## config.mk

```make
export PLATFORM = sky130hd
export DESIGN_NAME = pbu_div
export DESIGN_NICKNAME = d
export VERILOG_FILES = /design/src/design/pbu_pkg.sv /design/src/design/pbu_div.sv
export SDC_FILE = /design/constraint.sdc
export NUM_CORES = 1
export LEC_CHECK = 0
export BUFFER_PORTS_ARGS = -buffer_cell sky130_fd_sc_hd__buf_2
export CORE_ASPECT_RATIO = 1.25
export CORE_UTILIZATION = 40
export CTS_BUF_LIST = sky130_fd_sc_hd__clkbuf_16
export DETAILED_ROUTE_END_ITERATION = 10
export GPL_ROUTABILITY_DRIVEN = 0
export SKIP_CTS_REPAIR_TIMING = 1
export SLEW_MARGIN = 40
export SYNTH_ARGS = -nofsm -noshare
export SYNTH_HDL_FRONTEND = slang
export SYNTH_SLANG_ARGS = --single-unit
```

## constraint.sdc

```tcl
create_clock -name clk -period 4.5 [get_ports clk]
set_input_delay 0.45 -clock clk [delete_from_list [all_inputs] [get_ports clk]]
set_output_delay 0.45 -clock clk [all_outputs]
set_load 0.01 [all_outputs]
```

## src/design/pbu_pkg.sv

```systemverilog
// Shared constants, codes and the sequencer state type of the belief update block.
`timescale 1ns / 1ps
package pbu_pkg;

  // Probability format: unsigned Q1.15, one is 1 << 15
  localparam int PROB_FRAC_BITS = 15;
  localparam int PROB_W         = PROB_FRAC_BITS + 1;
  localparam logic [PROB_W-1:0] PROB_ONE = PROB_W'(1) << PROB_FRAC_BITS;
  localparam int MAX_OUT        = 16;

  // Parameter defaults
  localparam int NUM_STATES_DEF       = 16;
  localparam int NUM_ACTIONS_DEF      = 4;
  localparam int NUM_OBSERVATIONS_DEF = 4;

  // Field widths fixed by the item format
  localparam int OP_W    = 2;
  localparam int ACT_W   = 2;
  localparam int STATE_W = 4;
  localparam int OBS_W   = 2;
  localparam int CFG_W   = 5;
  localparam logic [CFG_W-1:0] STATES_IN_USE_RST = 5'd16;

  // Opcodes
  localparam logic [OP_W-1:0] OP_LOAD_TRANS  = 2'd0;
  localparam logic [OP_W-1:0] OP_LOAD_OBS    = 2'd1;
  localparam logic [OP_W-1:0] OP_LOAD_BELIEF = 2'd2;
  localparam logic [OP_W-1:0] OP_UPDATE      = 2'd3;

  typedef enum logic [3:0] {
    ST_IDLE,
    ST_MAC,
    ST_DRAIN,
    ST_PRED,
    ST_UNORM,
    ST_ACCU,
    ST_FIN,
    ST_RD,
    ST_DIVST,
    ST_DIVW,
    ST_EMIT
  } pbu_state_t;

  // Divider handshake toward the sequencer
  typedef struct packed {
    logic                done;
    logic [PROB_W-1:0]   quot;
  } pbu_div_rsp_t;

endpackage

```

## src/design/pbu_div.sv

```systemverilog
// Bit-serial restoring divider giving num / den in Q1.15, rounded half up, saturated at one.
`timescale 1ns / 1ps
module pbu_div import pbu_pkg::*; #(
  parameter int DW = 36
) (
  input  logic          clk,
  input  logic          rst_n,
  input  logic          start,
  input  logic [DW-1:0] num,
  input  logic [DW-1:0] den,
  output pbu_div_rsp_t  rsp
);

  localparam int CW = $clog2(PROB_FRAC_BITS + 1);

  logic [DW-1:0]     rem_r, rem_nxt;
  logic [DW-1:0]     den_r;
  logic [PROB_W-1:0] quot_r, quot_nxt;
  logic [CW-1:0]     cnt_r, cnt_nxt;
  logic              busy_r, busy_nxt;
  logic              done_r, done_nxt;
  logic [DW:0]       twice;
  logic              ge;

  assign twice = {rem_r, 1'b0};
  assign ge    = (twice >= {1'b0, den_r});

  // One quotient bit per cycle, then the rounding step
  always_comb begin
    rem_nxt  = rem_r;
    quot_nxt = quot_r;
    cnt_nxt  = cnt_r;
    busy_nxt = busy_r;
    done_nxt = 1'b0;
    if (start) begin
      if (num >= den) begin
        quot_nxt = PROB_ONE;
        done_nxt = 1'b1;
        busy_nxt = 1'b0;
      end else begin
        rem_nxt  = num;
        quot_nxt = '0;
        cnt_nxt  = CW'(PROB_FRAC_BITS);
        busy_nxt = 1'b1;
      end
    end else if (busy_r) begin
      if (cnt_r != '0) begin
        quot_nxt = {quot_r[PROB_W-2:0], ge};
        rem_nxt  = ge ? DW'(twice - {1'b0, den_r}) : DW'(twice);
        cnt_nxt  = cnt_r - CW'(1);
      end else begin
        quot_nxt = quot_r + PROB_W'(ge);
        busy_nxt = 1'b0;
        done_nxt = 1'b1;
      end
    end
  end

  always_ff @(posedge clk) begin
    if (!rst_n) begin
      busy_r <= 1'b0;
      done_r <= 1'b0;
      cnt_r  <= '0;
    end else begin
      busy_r <= busy_nxt;
      done_r <= done_nxt;
      cnt_r  <= cnt_nxt;
    end
  end

  always_ff @(posedge clk) begin
    rem_r  <= rem_nxt;
    quot_r <= quot_nxt;
    if (start) den_r <= den;
  end

  assign rsp.done = done_r;
  assign rsp.quot = quot_r;

endmodule

```

* Yosys cells after proc, flatten, opt, wreduce, memory -nomap -nowiden
Cells that the tools add are included.
Widths: inputs -> output; s select.
** Word-level totals
- Register bits after elaboration :: 94
- Bits in latches :: 0
- Bits in writable memories :: 0
- Bits in read-only memories :: 0
- Memories kept :: 0
** Operators by class
- $add $sub $neg :: 3
- Multipliers :: 0
- Divide/modulo/power cells :: 0
- $lt $le $gt $ge :: 2
- Eq/ne operators :: 1
- Shifts and indexed selects :: 0
- Muxes and demuxes :: 21
- Bitwise logic cells :: 0
- Reduce and logical (&&, ||, !) cells :: 4
** Operator list (count)
- $mux 36 :: 5
- $mux 16 :: 4
- $ge 37x36->1 :: 1
- $ge 36x36->1 :: 1
- $sub 36x36->36 :: 1
- $add 16x1->16 :: 1
- $mux 4 :: 4
- $mux 1 :: 8
- $reduce_bool 2->1 :: 2
- $reduce_bool 4->1 :: 1
- $sub 4x1->4 const B :: 1
- $reduce_and 3->1 :: 1
- $ne 2x2->1 const B :: 1

* Depth between registers and ports, before layout
Gate-level depths: netlist of the first run.
- Word-level depth :: 5
- Depth in mapped cells :: 20
- Mapped depth without buffers :: 17

* Worst setup path after synthesis of the first run
OpenSTA, ideal clock, no wires.
- Path kind :: register to register
- From :: register rem_r[1]
- To :: register quot_r[14], data pin
- Library setup time :: 0.152 ns
- Data arrival time :: 3.439 ns
- Setup slack :: 0.909 ns
- Stages on the path, launching flop included :: 18
- Path buffers :: 2
- Cells stage by stage :: edfxtp_1 ha_1 nor2_1 a211oi_1 o211ai_2 nand2_2 a31o_2 a21oi_4 inv_4 buf_6 buf_2 ha_1 ha_1 nand4_1 nor2_1 nand4_1 or2_2 a31oi_1
** Between the ends
- Cells in the longest elaborated chain, start to end :: 5
** RTL lines
- start, declared :: line pbu_div.sv:16 : logic [DW-1:0] rem_r, rem_nxt;
- start signal, assigned :: line pbu_div.sv:72 : rem_r <= rem_nxt;
- $ge 37x36->1 :: line pbu_div.sv:26 : assign ge = (twice >= {1'b0, den_r});
- $add 16x1->16 :: line pbu_div.sv:52 : quot_nxt = quot_r + PROB_W'(ge);
- $mux 16 :: line pbu_div.sv:47 : if (cnt_r != '0) begin
- $mux 16 :: line pbu_div.sv:46 : end else if (busy_r) begin
- $mux 16 :: line pbu_div.sv:35 : if (start) begin
- end signal, assigned :: line pbu_div.sv:73 : quot_r <= quot_nxt;
- end, declared :: line pbu_div.sv:18 : logic [PROB_W-1:0] quot_r, quot_nxt;
No other way between the ends. The select of a mux whose other input is x is not followed.
A chain may end at the register's enable or synchronous reset.

* Final worst setup path of the first run
Same ends and word-level chain as after synthesis.

==> results of run 1 <==
## how the worst max path moves through the flow
| stage | start | to |
|---|---|---|
| detailed placement | rem_r[1]$_DFFE_PP_ | quot_r[14]$_SDFFCE_PP0P_ |
| global route | rem_r[1]$_DFFE_PP_ | quot_r[13]$_SDFFCE_PP0P_ |
| floorplan | rem_r[1]$_DFFE_PP_ | quot_r[14]$_SDFFCE_PP0P_ |
| finish | rem_r[1]$_DFFE_PP_ | quot_r[14]$_SDFFCE_PP0P_ |
| global placement | num[25] | rem_r[15]$_DFFE_PP_ |
| CTS | rem_r[1]$_DFFE_PP_ | quot_r[14]$_SDFFCE_PP0P_ |
## state kept, by name, summed over array words and instances, names as in the netlist
register / flops
busy_r: 1
done_r: 1
quot_r: 16
cnt_r: 4
den_r: 36
rem_r: 36
## logic make-up (layout without fill, tap and decap cells)
| group | after synthesis | count (layout) | share of synthesized area |
|---|---|---|---|
| flip-flops | 94 | 94 | 0.366 |
| XOR/XNOR | 17 | 17 | 0.0197 |
| multiplexers | 31 | 31 | 0.0476 |
| adder cells (fa/ha/maj) | 76 | 76 | 0.127 |
| buffers and inverters | 116 | 203 | 0.0599 |
| AND/OR/NAND/NOR | 270 | 270 | 0.183 |
| AO/OA/AOI/OAI | 225 | 225 | 0.196 |
## Yosys cell counts (all sizes together), types with 6 or more instances
cell    number  area [um2]
xor2         7        61.3
nand3       26         130
dfxtp        6         120
mux2        27         319
xnor2       10        87.6
edfxtp      88        2640
a21o        32         240
ha          75         938
and2         8        50.1
o211ai       9        72.6
o21ai       37         185
and3        14        87.6
clkbuf      23        86.3
a21boi       6        45.1
o21a         6        45.0
nor3b       12        90.1
nor2b       14        87.6
o31ai       10        75.1
a31oi       11        68.8
nand4       18         113
a21oi       66         345
nand2       68         258
inv         89         337
nor3        19        95.1
a211oi      12        90.1
nor2        49         184
nand2b      16         100
o21bai       6        45.0
## per-layer routing
metal | share of wire | track usage | routed length (um)
met3 | 0.026 | 0.0202 | 483
met2 | 0.51 | 0.352 | 9240
met5 | 0 | 0 | 0
met1 | 0.45 | 0.231 | 8150
met4 | 0.019 | 0.0732 | 349
## through the flow
step	hold WS [ns]	area (um2)
final	0.276	8490
after global routing	0.275	8490
after CTS	0.265	8490
after detailed placement	0.495	8230
after global placement	0.503	8230
after floorplan	0.470	7550
## power by group through the flow
stage | Sequential [mW] | Combinational [mW] | Clock (mW)
2_1_floorplan | 1.18 | 0.907 | 0
3_3_place_gp | 1.19 | 1.22 | 0
3_5_place_dp | 1.19 | 1.22 | 0
4_1_cts | 1.17 | 1.22 | 0.728
5_1_grt | 1.19 | 1.37 | 0.752
6_report | 1.17 | 1.22 | 0.710
## final cells by class
| type | instances | area [um2] |
|---|---|---|
| multi-input combinational | 619 | 4330 |
| tap | 228 | 285 |
| sequential | 94 | 2760 |
| timing repair buffer | 98 | 510 |
| inverter | 89 | 337 |
| fill | 1823 | 9810 |
| clock inverter | 7 | 41.3 |
| clock buffer | 9 | 225 |
==> impl_metrics.toml, run 1 <==
[power]
vdd_drop_max_uv = 182
p_comb_frac = 0.394
internal_power_mw = 1.99
p_per_area_nw_per_um2 = 365
clkPwrFrac = 0.229
p_switching_mw = 1.11
pwr-share-seq = 0.378
p_total_mw = 3.10
p_sw_frac = 0.358
leakagePower_nw = 3.77

[timing]
max_freq_mhz = 274
slew_headroom = 0.518
tns_ns = 0
final_max_slew_viol_count = 0
hold_viol_final = 0
final.setup.worst_slack_ns = 0.856
setup-violations-final = 0
period_needed_ns = 3.64
finalClockSkew_ns = 0.00779
worst_slew_pin_slew_ns = 0.716
fin_crit_sh = 0.810
rsz0062_at_grt = "false"

[clock_network]
cts_made_buffers = 9
cts_sinks = 94
htree_levels = 3
clk_latency_ns = 0.36
cts.root.buffer_cell = "clkbuf_16"
clk_pin_slew_ns = 0.07
max-clock-path-buffers = 2
cts_tree = "done"

[finish]
antenna-diode-count = 0
drive_above_1_share = 0.170
synthToLayoutAreaGrowth_pct = 12.6
fin_cells = 1144
fin_util = 0.464
layout_common_cells = "buf_2 (90), inv_1 (88), edfxtp_1 (88), ha_1 (75), nand2_1 (67)"
nets = 1062
layout_commonest_cell = "buf_2"

[global_route]
antenna_found_initial = 0
grt_start_max_net_pins = 39
grt_pass1_wl_um = 29700
overflow = 0
grt_util_all_layers = 0.192
grt_pass1_vias = 6118

[floorplan]
dieArea_um2 = 19400
pin_count = 92
die_w_um = 125
core_area_um2 = 18300
fp.dieH_um = 156
rows = 55
initial_core_util = 0.412

[logic_synthesis]
syn-num-nets = 980
syn_area_per_cell_um2 = 9.10
yosysWarnings = 0
synthCells = 829
synth-edff-count = 88
synth-seq-cells = 94
synth_ff_type = "edfxtp_1"
yosysSeqAreaShare = 0.366
async_reset_ff_frac = 0
yosysUniqueCellTypes = 64
syn_area_um2 = 7550

[setup_path]
path_common_cell = "ha_1"
crit_cells = 15
crit_family = "compound AO/OA/AOI/OAI gates"
crit_chain = "ha_1 > nor2_1 > a211oi_1 > o211ai_2 > nand2_2 > a31o_2 > a21oi_4 > inv_4 > ha_1 > ha_1 > nand4_1 > nor2_1 > nand4_1 > or2_2 > a31oi_1"
worstPathMaxFanout = 5
crit_arrival_ns = 3.85
r2r_cells = 15
critPathLaunchType = "flip-flop"
required_ns = 4.71
crit_slowest_cell = "a211oi_1"
crit_type = "reg -> reg"
reg2reg_from = "rem_r[1]$_DFFE_PP_"
critPathBufInv = 1
endpoint_kind = "flip-flop"
cpPeakStageDelay_ns = 0.60
r2r_end = "quot_r[14]$_SDFFCE_PP0P_"
rrSetupSlack_ns = 0.86

[detailed_routing]
drc_errors = 12
drtIter0Drc = 329
wl_um = 18200
avgRoutedWirePerCell_um = 15.9
vias = 6279
firstDrtPassIters = 8
antenna_left = 0
via_per_inst = 5.49

[placement]
place_inst = 1128
dp_hpwl_um = 14000
portBuffers = 91
pre_cts_ws_ns = 0.845

[worst_hold_path]
min_to = "den_r[5]$_DFFE_PP_"
hold_path.class = "in -> reg"
hold_depth = 1
holdCritStartpoint = "den[5]"

[status]
status = "complete, but fails checks"
violations = "DRC"

[flow_run]
maxCapViolations = 0
(Power assumes the default switching activity.)
==> run 2: changes to the inputs <==
Clock period 4.5 ns to 3.7 ns, I/O delays scaled along.
==> run 2 against run 1 <==
  * The run still ends with DRC left
  * Register-to-register slack worse by 0.57 ns
  * First-iteration DRC count is 1.5% higher
  * Clock skew is 0.0018 ns higher
==> impl_metrics.toml, run 2 (same netlist as run 1, synthesis figures left out) <==
[power]
vdd_drop_max_uv = 239
leakagePower_nw = 3.80
p_per_area_nw_per_um2 = 444

[setup_path]
rrSetupSlack_ns = 0.28
endpoint_kind = "flip-flop"
worstPathMaxFanout = 8
critPathLaunchType = "flip-flop"
required_ns = 3.91
crit_type = "reg -> reg"
r2r_cells = 15
r2r_end = "quot_r[14]$_SDFFCE_PP0P_"
critPathCapture = "quot_r[14]$_SDFFCE_PP0P_"
cp-startpoint = "rem_r[15]$_DFFE_PP_"
reg2reg_from = "rem_r[15]$_DFFE_PP_"
crit_arrival_ns = 3.63

[detailed_routing]
drc_errors = 12
firstDrtPassIters = 8
wl_um = 18200
avgRoutedWirePerCell_um = 15.9
via_per_inst = 5.55
drtIter0Drc = 334
antenna_left = 0
vias = 6376

[clock_network]
max-clock-path-buffers = 2
clk_latency_ns = 0.36
cts_tree = "done"
htree_levels = 3
cts_made_buffers = 9
clk_pin_slew_ns = 0.07
cts.root.buffer_cell = "clkbuf_16"
cts_sinks = 94

[finish]
seqCellArea_um2 = 2760
nets = 1066
fin_area_um2 = 8550
antenna-diode-count = 0
synthToLayoutAreaGrowth_pct = 13.3
fillers = 1810
layout_common_cells = "inv_1 (90), buf_2 (90), edfxtp_1 (88), ha_1 (74), nand2_1 (67)"
top_regs = "den_r (36), rem_r (36), quot_r (16)"
drive_above_1_share = 0.173
multi_input_area_um2 = 4340

[global_route]
antenna_found_initial = 0
grt_pass1_vias = 6142
grt_util_all_layers = 0.195
overflow = 0
grt_start_max_net_pins = 43
grt_pass1_wl_um = 30000

[timing]
fin_crit_sh = 0.924
finalClockSkew_ns = 0.00956
worst_slew_pin_slew_ns = 0.703
slew_headroom = 0.527
final_max_slew_viol_count = 0
rsz0062_at_grt = "false"
hold_slack_ns = 0.194
setup-violations-final = 0
hold_viol_final = 0
tns_ns = 0
period_needed_ns = 3.42
max_freq_mhz = 293

[placement]
dp_hpwl_um = 14000
dpl-instance-area_um2 = 8280
portBuffers = 91

[floorplan]
rows = 55
fp.dieH_um = 156
core_area_um2 = 18300
initial_core_util = 0.412
dieArea_um2 = 19400
pin_count = 92
die_w_um = 125

[worst_hold_path]
holdCritStartpoint = "den[8]"
hold_path.class = "in -> reg"
hold_depth = 1

[status]
status = "complete, but fails checks"
violations = "DRC"

[flow_run]
maxCapViolations = 0
[run 2: cell type report]
class | count | share of cell area
clock inverters | 7 | 0.00395
clock buffers | 9 | 0.0263
flip-flops and latches | 94 | 0.323
inverters | 89 | 0.0394
well taps | 228 | 0.0334
multi-input cells | 619 | 0.508
repair buffers | 102 | 0.0661
[run 2: worst min path at each step]
| stage | slack, ns | to |
|---|---|---|
| finish | 0.19 | den_r[8]$_DFFE_PP_ |
| global route | 0.19 | den_r[8]$_DFFE_PP_ |
| CTS | 0.18 | den_r[8]$_DFFE_PP_ |
| detailed placement | 0.49 | cnt_r[1]$_SDFFE_PN0P_ |
| global placement | 0.50 | cnt_r[1]$_SDFFE_PN0P_ |
| floorplan | 0.47 | den_r[0]$_DFFE_PP_ |
[run 2: layer usage]
layer	part of all wire	GRT usage	wire length (um)
met2	0.50	0.348	9150
met4	0.025	0.0830	448
met1	0.44	0.240	8080
met5	0	0	0
met3	0.031	0.0209	560
[run 2: where the power goes]
group	switching [mW]	internal, mW	leakage [nW]
logic	0.862	0.653	2.75
registers	0.0839	1.34	0.911
clock network	0.412	0.445	0.137
total	1.36	2.44	3.80
[run 2: per-stage QoR]
step	setup slack (ns)	util	total power, mW	std cells
final	0.283	0.467	3.79	1148
after global routing	0.0130	0.467	4.05	1148
after CTS	0.200	0.467	3.81	1148
after detailed placement	0.204	0.452	2.95	1132
after global placement	0.364	0.452	2.94	1132
after floorplan	0.109	-	2.54	829
[run 2: worst max-delay path: stages, from the launching register on]
cell      delay [ns]
edfxtp_1        0.40
ha_1            0.42
nand2_1         0.07
o21ai_0         0.33
a21boi_0        0.15
o211ai_1        0.18
a31o_2          0.18
a21oi_4         0.08
inv_4           0.07
ha_1            0.18
ha_1            0.24
nand4_1         0.21
nor2_1          0.18
nand4_1         0.12
or2_2           0.29
a31oi_1         0.16
